`src/tsrrs_pkg.sv`:
```
// thread slot scheduler package: slot count, derived widths, slot states and codes
// no dependencies

package tsrrs_pkg;

    localparam int SLOTS  = 16;
    localparam int IDX_W  = $clog2(SLOTS);
    localparam int WAIT_W = $clog2(SLOTS + 1);

    localparam logic [WAIT_W-1:0] WAIT_NONE = WAIT_W'(SLOTS);
    localparam logic [IDX_W-1:0]  IDX_LAST  = IDX_W'(SLOTS - 1);

    typedef enum logic [1:0] {
        ST_DEAD     = 2'd0,
        ST_RUNNABLE = 2'd1,
        ST_RUNNING  = 2'd2,
        ST_BLOCKED  = 2'd3
    } t_slot_st;

    typedef enum logic [1:0] {
        ACT_CREATE = 2'd0,
        ACT_EXIT   = 2'd1,
        ACT_JOIN   = 2'd2,
        ACT_YIELD  = 2'd3
    } t_action;

    localparam logic [1:0] RES_OK    = 2'd0;
    localparam logic [1:0] RES_FULL  = 2'd1;
    localparam logic [1:0] RES_NORUN = 2'd2;

endpackage

```
`src/thread_state_round_robin_scheduler.sv`:
```
// thread slot scheduler top level: slot table, current slot and scan sequencer
// depends on tsrrs_pkg
//
// usage: pulse start with i_action and i_target while busy is low; that cycle
// accepts the transaction; busy rises until the result is out, save for an out-of-range join.
// o_valid is high for exactly one cycle with o_active, o_new_id and o_status;
// the receiver cannot stall, so the result must be taken in that cycle.
// busy is already low in the o_valid cycle, so the next start may coincide.
// sequence after acceptance, scanning one slot per cycle:
//   create: scan upward for the lowest dead slot
//   exit:   wake-up sweep over all slots, then round-robin search
//   yield:  round-robin search
//   join:   the accepting edge gives the result if the target is out of range,
//           the check state if it is dead or the current slot, else the switch
// one transaction at a time: a new start is taken only while busy is low.
// reset (synchronous, active low) makes slot 0 running and current, all
// other slots dead, and every wait entry none; no clearing pass is needed.

module thread_state_round_robin_scheduler
    import tsrrs_pkg::*;
(
    input  logic       i_clk,
    input  logic       i_rst_n,
    input  logic       start,
    input  logic [1:0] i_action,
    input  logic [3:0] i_target,
    output logic       busy,
    output logic       o_valid,
    output logic [3:0] o_active,
    output logic [3:0] o_new_id,
    output logic [1:0] o_status
);

    typedef enum logic [2:0] {
        S_IDLE,
        S_CREATE,
        S_WAKE,
        S_SEARCH,
        S_JCHK,
        S_JRUN
    } t_state;

    t_state              r_state;
    t_action             r_action;
    t_slot_st            r_slot_st [SLOTS];
    logic [WAIT_W-1:0]   r_wait [SLOTS];
    logic [IDX_W-1:0]    r_cur;
    logic [IDX_W-1:0]    r_idx;
    logic [IDX_W-1:0]    r_cnt;
    logic                r_valid;
    logic [3:0]          r_active;
    logic [3:0]          r_new_id;
    logic [1:0]          r_status;

    logic                t_in_range;
    t_slot_st            rd_st;
    logic [WAIT_W-1:0]   rd_wait;

    function automatic logic [IDX_W-1:0] f_next(input logic [IDX_W-1:0] a);
        logic [IDX_W-1:0] r;
        if (a == IDX_LAST) begin
            r = '0;
        end else begin
            r = a + 1'b1;
        end
        return r;
    endfunction

    assign t_in_range = (32'(i_target) < SLOTS);
    assign rd_st      = r_slot_st[r_idx];
    assign rd_wait    = r_wait[r_idx];

    always_ff @(posedge i_clk) begin
        if (!i_rst_n) begin
            r_state <= S_IDLE;
            r_cur   <= '0;
            r_valid <= 1'b0;
            for (int j = 0; j < SLOTS; j++) begin
                r_slot_st[j] <= (j == 0) ? ST_RUNNING : ST_DEAD;
                r_wait[j]    <= WAIT_NONE;
            end
        end else begin
            r_valid <= 1'b0;
            unique case (r_state)
                S_IDLE: begin
                    if (start) begin
                        r_action <= t_action'(i_action);
                        r_cnt    <= '0;
                        unique case (t_action'(i_action))
                            ACT_CREATE: begin
                                r_idx   <= '0;
                                r_state <= S_CREATE;
                            end
                            ACT_EXIT: begin
                                r_idx   <= '0;
                                r_state <= S_WAKE;
                            end
                            ACT_JOIN: begin
                                if (t_in_range) begin
                                    r_idx   <= IDX_W'(i_target);
                                    r_state <= S_JCHK;
                                end else begin
                                    r_valid  <= 1'b1;
                                    r_active <= 4'(r_cur);
                                    r_new_id <= '0;
                                    r_status <= RES_OK;
                                end
                            end
                            ACT_YIELD: begin
                                r_slot_st[r_cur] <= ST_RUNNABLE;
                                r_idx            <= f_next(r_cur);
                                r_state          <= S_SEARCH;
                            end
                            default: r_state <= S_IDLE;
                        endcase
                    end
                end
                S_CREATE: begin
                    if (rd_st == ST_DEAD) begin
                        r_slot_st[r_idx] <= ST_RUNNABLE;
                        r_wait[r_idx]    <= WAIT_NONE;
                        r_valid          <= 1'b1;
                        r_active         <= 4'(r_cur);
                        r_new_id         <= 4'(r_idx);
                        r_status         <= RES_OK;
                        r_state          <= S_IDLE;
                    end else if (r_idx == IDX_LAST) begin
                        r_valid  <= 1'b1;
                        r_active <= 4'(r_cur);
                        r_new_id <= '0;
                        r_status <= RES_FULL;
                        r_state  <= S_IDLE;
                    end else begin
                        r_idx <= r_idx + 1'b1;
                    end
                end
                S_WAKE: begin
                    // current slot dies, its joiners wake
                    if (rd_wait == WAIT_W'(r_cur)) begin
                        r_wait[r_idx]    <= WAIT_NONE;
                        r_slot_st[r_idx] <= ST_RUNNABLE;
                    end else if (r_idx == r_cur) begin
                        r_slot_st[r_idx] <= ST_DEAD;
                    end
                    if (r_idx == IDX_LAST) begin
                        r_idx   <= f_next(r_cur);
                        r_cnt   <= '0;
                        r_state <= S_SEARCH;
                    end else begin
                        r_idx <= r_idx + 1'b1;
                    end
                end
                S_SEARCH: begin
                    if (rd_st == ST_RUNNABLE) begin
                        r_slot_st[r_idx] <= ST_RUNNING;
                        r_cur            <= r_idx;
                        r_valid          <= 1'b1;
                        r_active         <= 4'(r_idx);
                        r_new_id         <= '0;
                        r_status         <= RES_OK;
                        r_state          <= S_IDLE;
                    end else if (r_cnt == IDX_LAST) begin
                        r_valid  <= 1'b1;
                        r_active <= 4'(r_cur);
                        r_new_id <= '0;
                        r_status <= (r_action == ACT_EXIT) ? RES_NORUN : RES_OK;
                        r_state  <= S_IDLE;
                    end else begin
                        r_idx <= f_next(r_idx);
                        r_cnt <= r_cnt + 1'b1;
                    end
                end
                S_JCHK: begin
                    if (r_idx != r_cur && rd_st != ST_DEAD) begin
                        r_slot_st[r_cur] <= ST_BLOCKED;
                        r_wait[r_cur]    <= WAIT_W'(r_idx);
                        r_state          <= S_JRUN;
                    end else begin
                        r_valid  <= 1'b1;
                        r_active <= 4'(r_cur);
                        r_new_id <= '0;
                        r_status <= RES_OK;
                        r_state  <= S_IDLE;
                    end
                end
                S_JRUN: begin
                    r_slot_st[r_idx] <= ST_RUNNING;
                    r_cur            <= r_idx;
                    r_valid          <= 1'b1;
                    r_active         <= 4'(r_idx);
                    r_new_id         <= '0;
                    r_status         <= RES_OK;
                    r_state          <= S_IDLE;
                end
                default: r_state <= S_IDLE;
            endcase
        end
    end

    assign busy     = (r_state != S_IDLE);
    assign o_valid  = r_valid;
    assign o_active = r_active;
    assign o_new_id = r_new_id;
    assign o_status = r_status;

`ifndef NO_ASSERTIONS
    a_accept_busy: assert property (@(posedge i_clk) disable iff (!i_rst_n)
        (start && !busy && !(t_action'(i_action) == ACT_JOIN && !t_in_range)) |=> busy)
        else $error("accepted transaction did not raise busy");

    a_strobe_single: assert property (@(posedge i_clk) disable iff (!i_rst_n)
        o_valid |=> !o_valid)
        else $error("result strobe longer than one cycle");

    a_result_idle: assert property (@(posedge i_clk) disable iff (!i_rst_n)
        o_valid |-> !busy)
        else $error("result shown while sequencer busy");

    a_full_no_id: assert property (@(posedge i_clk) disable iff (!i_rst_n)
        (o_valid && o_status != RES_OK) |-> (o_new_id == 4'd0))
        else $error("nonzero new id on failed transaction");

    a_status_code: assert property (@(posedge i_clk) disable iff (!i_rst_n)
        o_valid |-> (o_status == RES_OK || o_status == RES_FULL || o_status == RES_NORUN))
        else $error("undefined status code");
`endif

endmodule

```
`config.mk`:
```
export PLATFORM = sky130hd
export DESIGN_NAME = thread_state_round_robin_scheduler
export DESIGN_NICKNAME = d
export VERILOG_FILES = /design/src/tsrrs_pkg.sv /design/src/thread_state_round_robin_scheduler.sv
export SDC_FILE = /design/constraint.sdc
export NUM_CORES = 1
export LEC_CHECK = 0
export BUFFER_PORTS_ARGS = -buffer_cell sky130_fd_sc_hd__clkbuf_2
export CAP_MARGIN = 10
export CORE_MARGIN = 10
export CORE_UTILIZATION = 65
export DETAILED_ROUTE_END_ITERATION = 12
export PLACE_DENSITY = 0.83
export SLEW_MARGIN = 20
export SYNTH_ARGS = -nofsm -noshare
export SYNTH_HDL_FRONTEND = slang
export SYNTH_SLANG_ARGS = --single-unit
```
`constraint.sdc`:
```
create_clock -name i_clk -period 6.6 [get_ports i_clk]
set_input_delay 0 -clock i_clk [delete_from_list [all_inputs] [get_ports i_clk]]
set_output_delay 0 -clock i_clk [all_outputs]
set_load 0.01 [all_outputs]
```
==> results of run 1 <==
metrics by stage:
stage / hold WS [ns] / std cells
global route: 0.0971 / 814
floorplan: 0.0989 / 660
CTS: 0.0429 / 814
finish: 0.0581 / 814
detailed placement: 0.246 / 778
global placement: 0.234 / 778
registers in the layout, indices dropped and copies added, names as in the netlist, 3 cells and up, named ones only:
| signal | cells |
|---|---|
| o_active | 4 |
| o_new_id | 4 |
| r_cnt | 4 |
| r_cur | 4 |
| r_idx | 4 |
| r_slot_st | 32 |
| r_state | 3 |
| r_wait | 80 |
path summary, 6_finish.rpt:
kind	start	end	cells past startpoint
max reg2reg	register	r_wait[13][1]$_SDFFCE_PN0P_	7
min	start	r_state[0]$_SDFFE_PN0P_	4
min reg2reg	r_cnt[0]$_SDFFCE_PN0P_	r_cnt[0]$_SDFFCE_PN0P_	1
max	register	r_wait[13][1]$_SDFFCE_PN0P_	7
worst max-delay path, stage by stage (launching register included):
cell       delay [ns]
dfxtp_2          0.95
inv_1            0.30
nor4b_1          0.56
a2111oi_0        0.14
a31oi_1          0.61
a32oi_1          0.35
o22a_1           0.59
o21ai_0          0.88
layout make-up:
cell class,count,area (sq um)
clock inverter,13,163
fill,745,3090
timing repair buffer,29,178
clock buffer,19,433
inverter,15,56.3
sequential,144,4210
tap,143,179
multi-input combinational,451,3160
layer usage:
layer	track usage (%)	vias up	share of wire, %
li1	-	2498	-
met1	30.3	2720	38
met2	40.0	384	50
met3	4.01	51	9.0
met4	9.93	0	3.4
met5	0	-	0
where the power goes:
part / internal, W / total, W / switching [W] / leakage [nW]
Clock: 0.000595 / 0.000969 / 0.000375 / 0.284
Sequential: 0.00107 / 0.00121 / 0.000134 / 1.39
Combinational: 0.000293 / 0.000692 / 0.000399 / 1.11
Yosys cell counts (9+ instances only):
library cell,number,area (sq um)
mux2_2,11,124
nor3_1,18,90.1
nand2_1,48,180
nor2_1,88,330
dfxtp_1,12,240
o221ai_1,12,105
a21oi_1,41,205
edfxtp_1,132,3960
and2_1,17,106
mux4_2,24,541
o21ai_0,24,120
nand2b_1,13,81.3
mux2i_1,27,270
nor2b_1,11,68.8
nand3_1,14,70.1
a31oi_1,14,87.6
and3_1,9,56.3
inv_1,14,52.6
buf_2,10,50.1
clkbuf_1,37,139
cells by family after synthesis:
kind of cell | Yosys count
multiplexers | 62
flip-flops | 144
AO/OA/AOI/OAI | 124
AND/OR/NAND/NOR | 247
adder cells (fa/ha/maj) | 7
XOR/XNOR | 11
buffers and inverters | 65
repair_timing:
| action | CTS | global route |
|---|---|---|
| endpoints found under the hold margin | 5 | 0 |
| endpoints found under the setup margin | 0 | 0 |
| hold buffers | 4 | 0 |
| gates resized for setup | 0 | 0 |
| buffers inserted | 0 | 0 |
==> metrics.txt, run 1 <==
outcome=completed; Sink Count=144; FFs w/ async S/R, synth=0%; Yosys cell types=54; Finished Core Util=73.0%; layout cell share with drive strength beyond 1=15.5%; Area Overhead vs Synth=9.99%; Max VDD drop=0.000213 V; row cnt=39; DIE AREA=0.0164 sq mm; Syn Inst Count=660; clock latency on the worst-skew pair=0.43 ns; initial cell density of the core=66.4%; Vias=5653; startpoint type of the worst setup path=register; antenna violations before repair=0; CORE AREA=0.0115 sq mm; worst slew pin tran=0.968 ns; synthesized area=0.00761 sq mm; final setup violation count=0; Data required, critical path=6.65 ns; WL/cell=23.9 microns; static leakage=2.78 nW; XOR/XNOR Fraction of Synth Area=1.27%; Max Fclk=209 MHz; Min-Delay Path Class=input port to register; syn nets=676; post-synthesis compound-gate area fraction=10.7%; final worst path period share=72.5%; post-place setup slack=1.64 ns; pin count of the biggest net entering global routing=47; CP arrival=4.83 ns; Die W=128 microns; Final ANT Viol Nets=0; kind of critical path=register to register; Period minus WS final=4.79 ns; Post-synth EDFFs=132; # DRC=0; overall power=0.00287 W; CTS tree=built; number of DRC markers in iteration 0=789; ANT cells=0; Post-Syn Area per Cell=11.5 sq um; Syn. warnings=0; wirelength, routed=19500 microns; adder-cell share of the synthesized area=1.15%; main combinational cell family by area after synthesis=simple AND/OR/NAND/NOR gates; clock skew=0.00755 ns; I/O Pins=21; first-pass GRT wire length=30100 microns; r2r setup slk=1.81 ns; commonest non-fill, non-tap cell in the layout=edfxtp_1; Num CTS Buffers=17; Main synth FF type=edfxtp_1; Post-DP Area=0.00771 sq mm; vias per cell=6.94; RSZ-0062 raised after global routing=false; CTS H-tree depth=4; Final Cell Area=0.00837 sq mm; Die H=128 microns; pwr dens=342 mW/mm^2; GP Congestion=0.982; post-route setup slack=1.81 ns; CP max FO=29; CP Capture Type=register; GRT overflow=0; most frequent cells in the layout=edfxtp_1 (132), nor2_1 (87), nand2_1 (48), a21oi_1 (41), mux2i_1 (27); vias in the first global route=5322; final hold violation count=0; fin. max-slew vios=0; Global Route Usage Sum=24.0%; number of synthesized register bits=144; Final nets=674; Seq/Total Area, Yosys=55.2%; Clk pin slew, worst setup/hold paths=0.06 ns; Root Driver=clkbuf_16; Setup Total Neg Slack=0 ns; Synth Area in Simple Gates=15.8%; Max-Cap Viols=0; mux cell area share after synthesis=12.3%; number of port buffers=20; Pre-antenna DRT Iters=5; HPWL Detailed=13600 microns; Slew HR=34.8%; CTS max path bufs=2
Note: power is estimated with default switching activity, not from simulation.
==> run 2: changes to the inputs <==
--- a/config.mk
+++ b/config.mk
@@ -8,9 +8,9 @@
 export BUFFER_PORTS_ARGS = -buffer_cell sky130_fd_sc_hd__clkbuf_2
 export CAP_MARGIN = 10
 export CORE_MARGIN = 10
-export CORE_UTILIZATION = 65
+export CORE_UTILIZATION = 57
 export DETAILED_ROUTE_END_ITERATION = 12
-export PLACE_DENSITY = 0.83
+export PLACE_DENSITY = 0.77
 export SLEW_MARGIN = 20
 export SYNTH_ARGS = -nofsm -noshare
 export SYNTH_HDL_FRONTEND = slang
==> constraint.sdc (replaced) <==
create_clock -name i_clk -period 4.05 [get_ports i_clk]
set_input_delay 0 -clock i_clk [delete_from_list [all_inputs] [get_ports i_clk]]
set_output_delay 0 -clock i_clk [all_outputs]
set_load 0.01 [all_outputs]
==> metrics.txt, run 2 (synthesis gave the netlist of run 1 again) <==
outcome=completed; Slew HR=46.1%; CP Capture Type=register; layout cell share with drive strength beyond 1=20.9%; Die H=136 microns; DIE AREA=0.0184 sq mm; Die W=136 microns; Top Registers=r_wait: 80 flops, r_slot_st: 32 flops; clock latency on the worst-skew pair=0.43 ns; pwr dens=547 mW/mm^2; fin. max-slew vios=0; CP max FO=15; FF-to-FF End=r_slot_st[15][0]$_SDFFCE_PN0P_; wirelength, routed=21300 microns; max reg flops=80; vias in the first global route=5876; WL/cell=23.7 microns; final worst path period share=94.5%; ANT cells=0; Finished Core Util=67.0%; CTS H-tree depth=4; Sink Count=144; Setup Total Neg Slack=0 ns; antenna violations before repair=0; multi-input logic area=0.00315 sq mm; GP Congestion=0.947; fillers=959; clock skew=0.00839 ns; number of DRC markers in iteration 0=829; area occupied by registers=0.00421 sq mm; pin count of the biggest net entering global routing=46; final hold violation count=0; Root Driver=clkbuf_16; Period minus WS final=3.83 ns; Max Fclk=261 MHz; RSZ-0062 raised after global routing=false; vias per cell=6.60; initial cell density of the core=57.9%; register with the most flip-flops=r_wait; Final ANT Viol Nets=0; static leakage=3.04 nW; CTS max path bufs=2; row cnt=42; I/O Pins=21; final setup violation count=0; CP arrival=3.98 ns; Clk pin slew, worst setup/hold paths=0.06 ns; CP endpoint=r_slot_st[15][0]$_SDFFCE_PN0P_; CTS tree=built; startpoint type of the worst setup path=register; most frequent cells in the layout=edfxtp_1 (132), nor2_1 (88), buf_4 (56), nand2_1 (48), a21oi_1 (41); Max-Cap Viols=0; Vias=5937; post-route setup slack=0.223 ns; # DRC=0; kind of critical path=register to register; Max VDD drop=0.000628 V; Pre-antenna DRT Iters=5; Area Overhead vs Synth=15.7%; GRT overflow=0; Final nets=726; number of port buffers=20; r2r setup slk=0.22 ns; first-pass GRT wire length=32700 microns; worst reg2reg path depth=9; worst slew pin tran=0.799 ns; CORE AREA=0.0131 sq mm; Num CTS Buffers=17; Global Route Usage Sum=23.6%; Min-Delay Path Class=input port to register; HPWL Detailed=15100 microns; Data required, critical path=4.20 ns; post-place setup slack=0.0653 ns; commonest non-fill, non-tap cell in the layout=edfxtp_1
==> run 2: cell count changes in the layout (fill, tap and decap cells not counted), sizes merged <==
cell	change
clkinvlp	-1
clkinv	+1
buf	+52
==> run 2: worst min-delay path by stage <==
stage	startpoint	endpoint	slack, ns	cells past startpoint
6_report	i_target[2]	r_idx[2]$_DFFE_PP_	0.10	5
5_1_grt	i_target[0]	r_idx[0]$_DFFE_PP_	0.1	3
4_1_cts	i_target[0]	r_idx[0]$_DFFE_PP_	0.07	3
3_5_place_dp	i_action[0]	r_action[0]$_DFFE_PP_	0.25	1
3_3_place_gp	i_action[0]	r_action[0]$_DFFE_PP_	0.24	1
2_1_floorplan	i_action[0]	r_action[0]$_DFFE_PP_	0.1	0
==> run 2: per-stage QoR <==
| step | cells | hold slack, ns | total power (W) | cell area (sq um) |
|---|---|---|---|---|
| after CTS | 897 | 0.0738 | 0.00478 | 8780 |
| final | 899 | 0.100 | 0.00482 | 8810 |
| after detailed placement | 861 | 0.249 | 0.00320 | 8140 |
| after global placement | 861 | 0.236 | 0.00317 | 8140 |
| after floorplan | 660 | 0.0989 | 0.00278 | 7610 |
| after global routing | 899 | 0.0957 | 0.00498 | 8810 |
==> run 2: timing repair <==
| action | 4_1_cts | 5_1_grt |
|---|---|---|
| resized for setup | 0 | 5 |
| endpoints found under the setup margin | 0 | 46 |
| buffers inserted | 0 | 2 |
| hold buffers | 4 | 0 |
| hold endpoints to repair | 4 | 0 |
==> run 2: report_power, final <==
group | total, W | switching, W | internal (W)
sequential | 0.00187 | 0.000126 | 0.00175
combinational | 0.00136 | 0.000782 | 0.000578
clock | 0.00158 | 0.000615 | 0.000968
total | 0.00482 | 0.00152 | 0.00329
==> run 2: layer usage <==
layer  up-vias  track usage [%]  part of all wire [%]
li1       2588                -                     -
met4         0             14.0                   4.8
met3        76             6.23                   8.6
met5         -                0                     0
met1      2885             28.0                    37
met2       388             37.9                    50
==> run 2: worst max-delay path, cell delays in order, from the launching register on <==
cell	delay [ns]
dfxtp_4	0.51
mux4_2	0.54
mux4_2	0.49
xor2_1	0.18
a2111oi_4	0.42
o311ai_1	0.30
a31oi_4	0.32
buf_4	0.23
mux2i_1	0.44
a211oi_1	0.11
==> run 2: final cells by class <==
type	count	share of cell area, %
tap	176	2.50
inverter	15	0.639
multi-input combinational	451	35.7
clock inverter	13	1.83
sequential	144	47.8
clock buffer	19	4.92
timing repair buffer	81	6.59
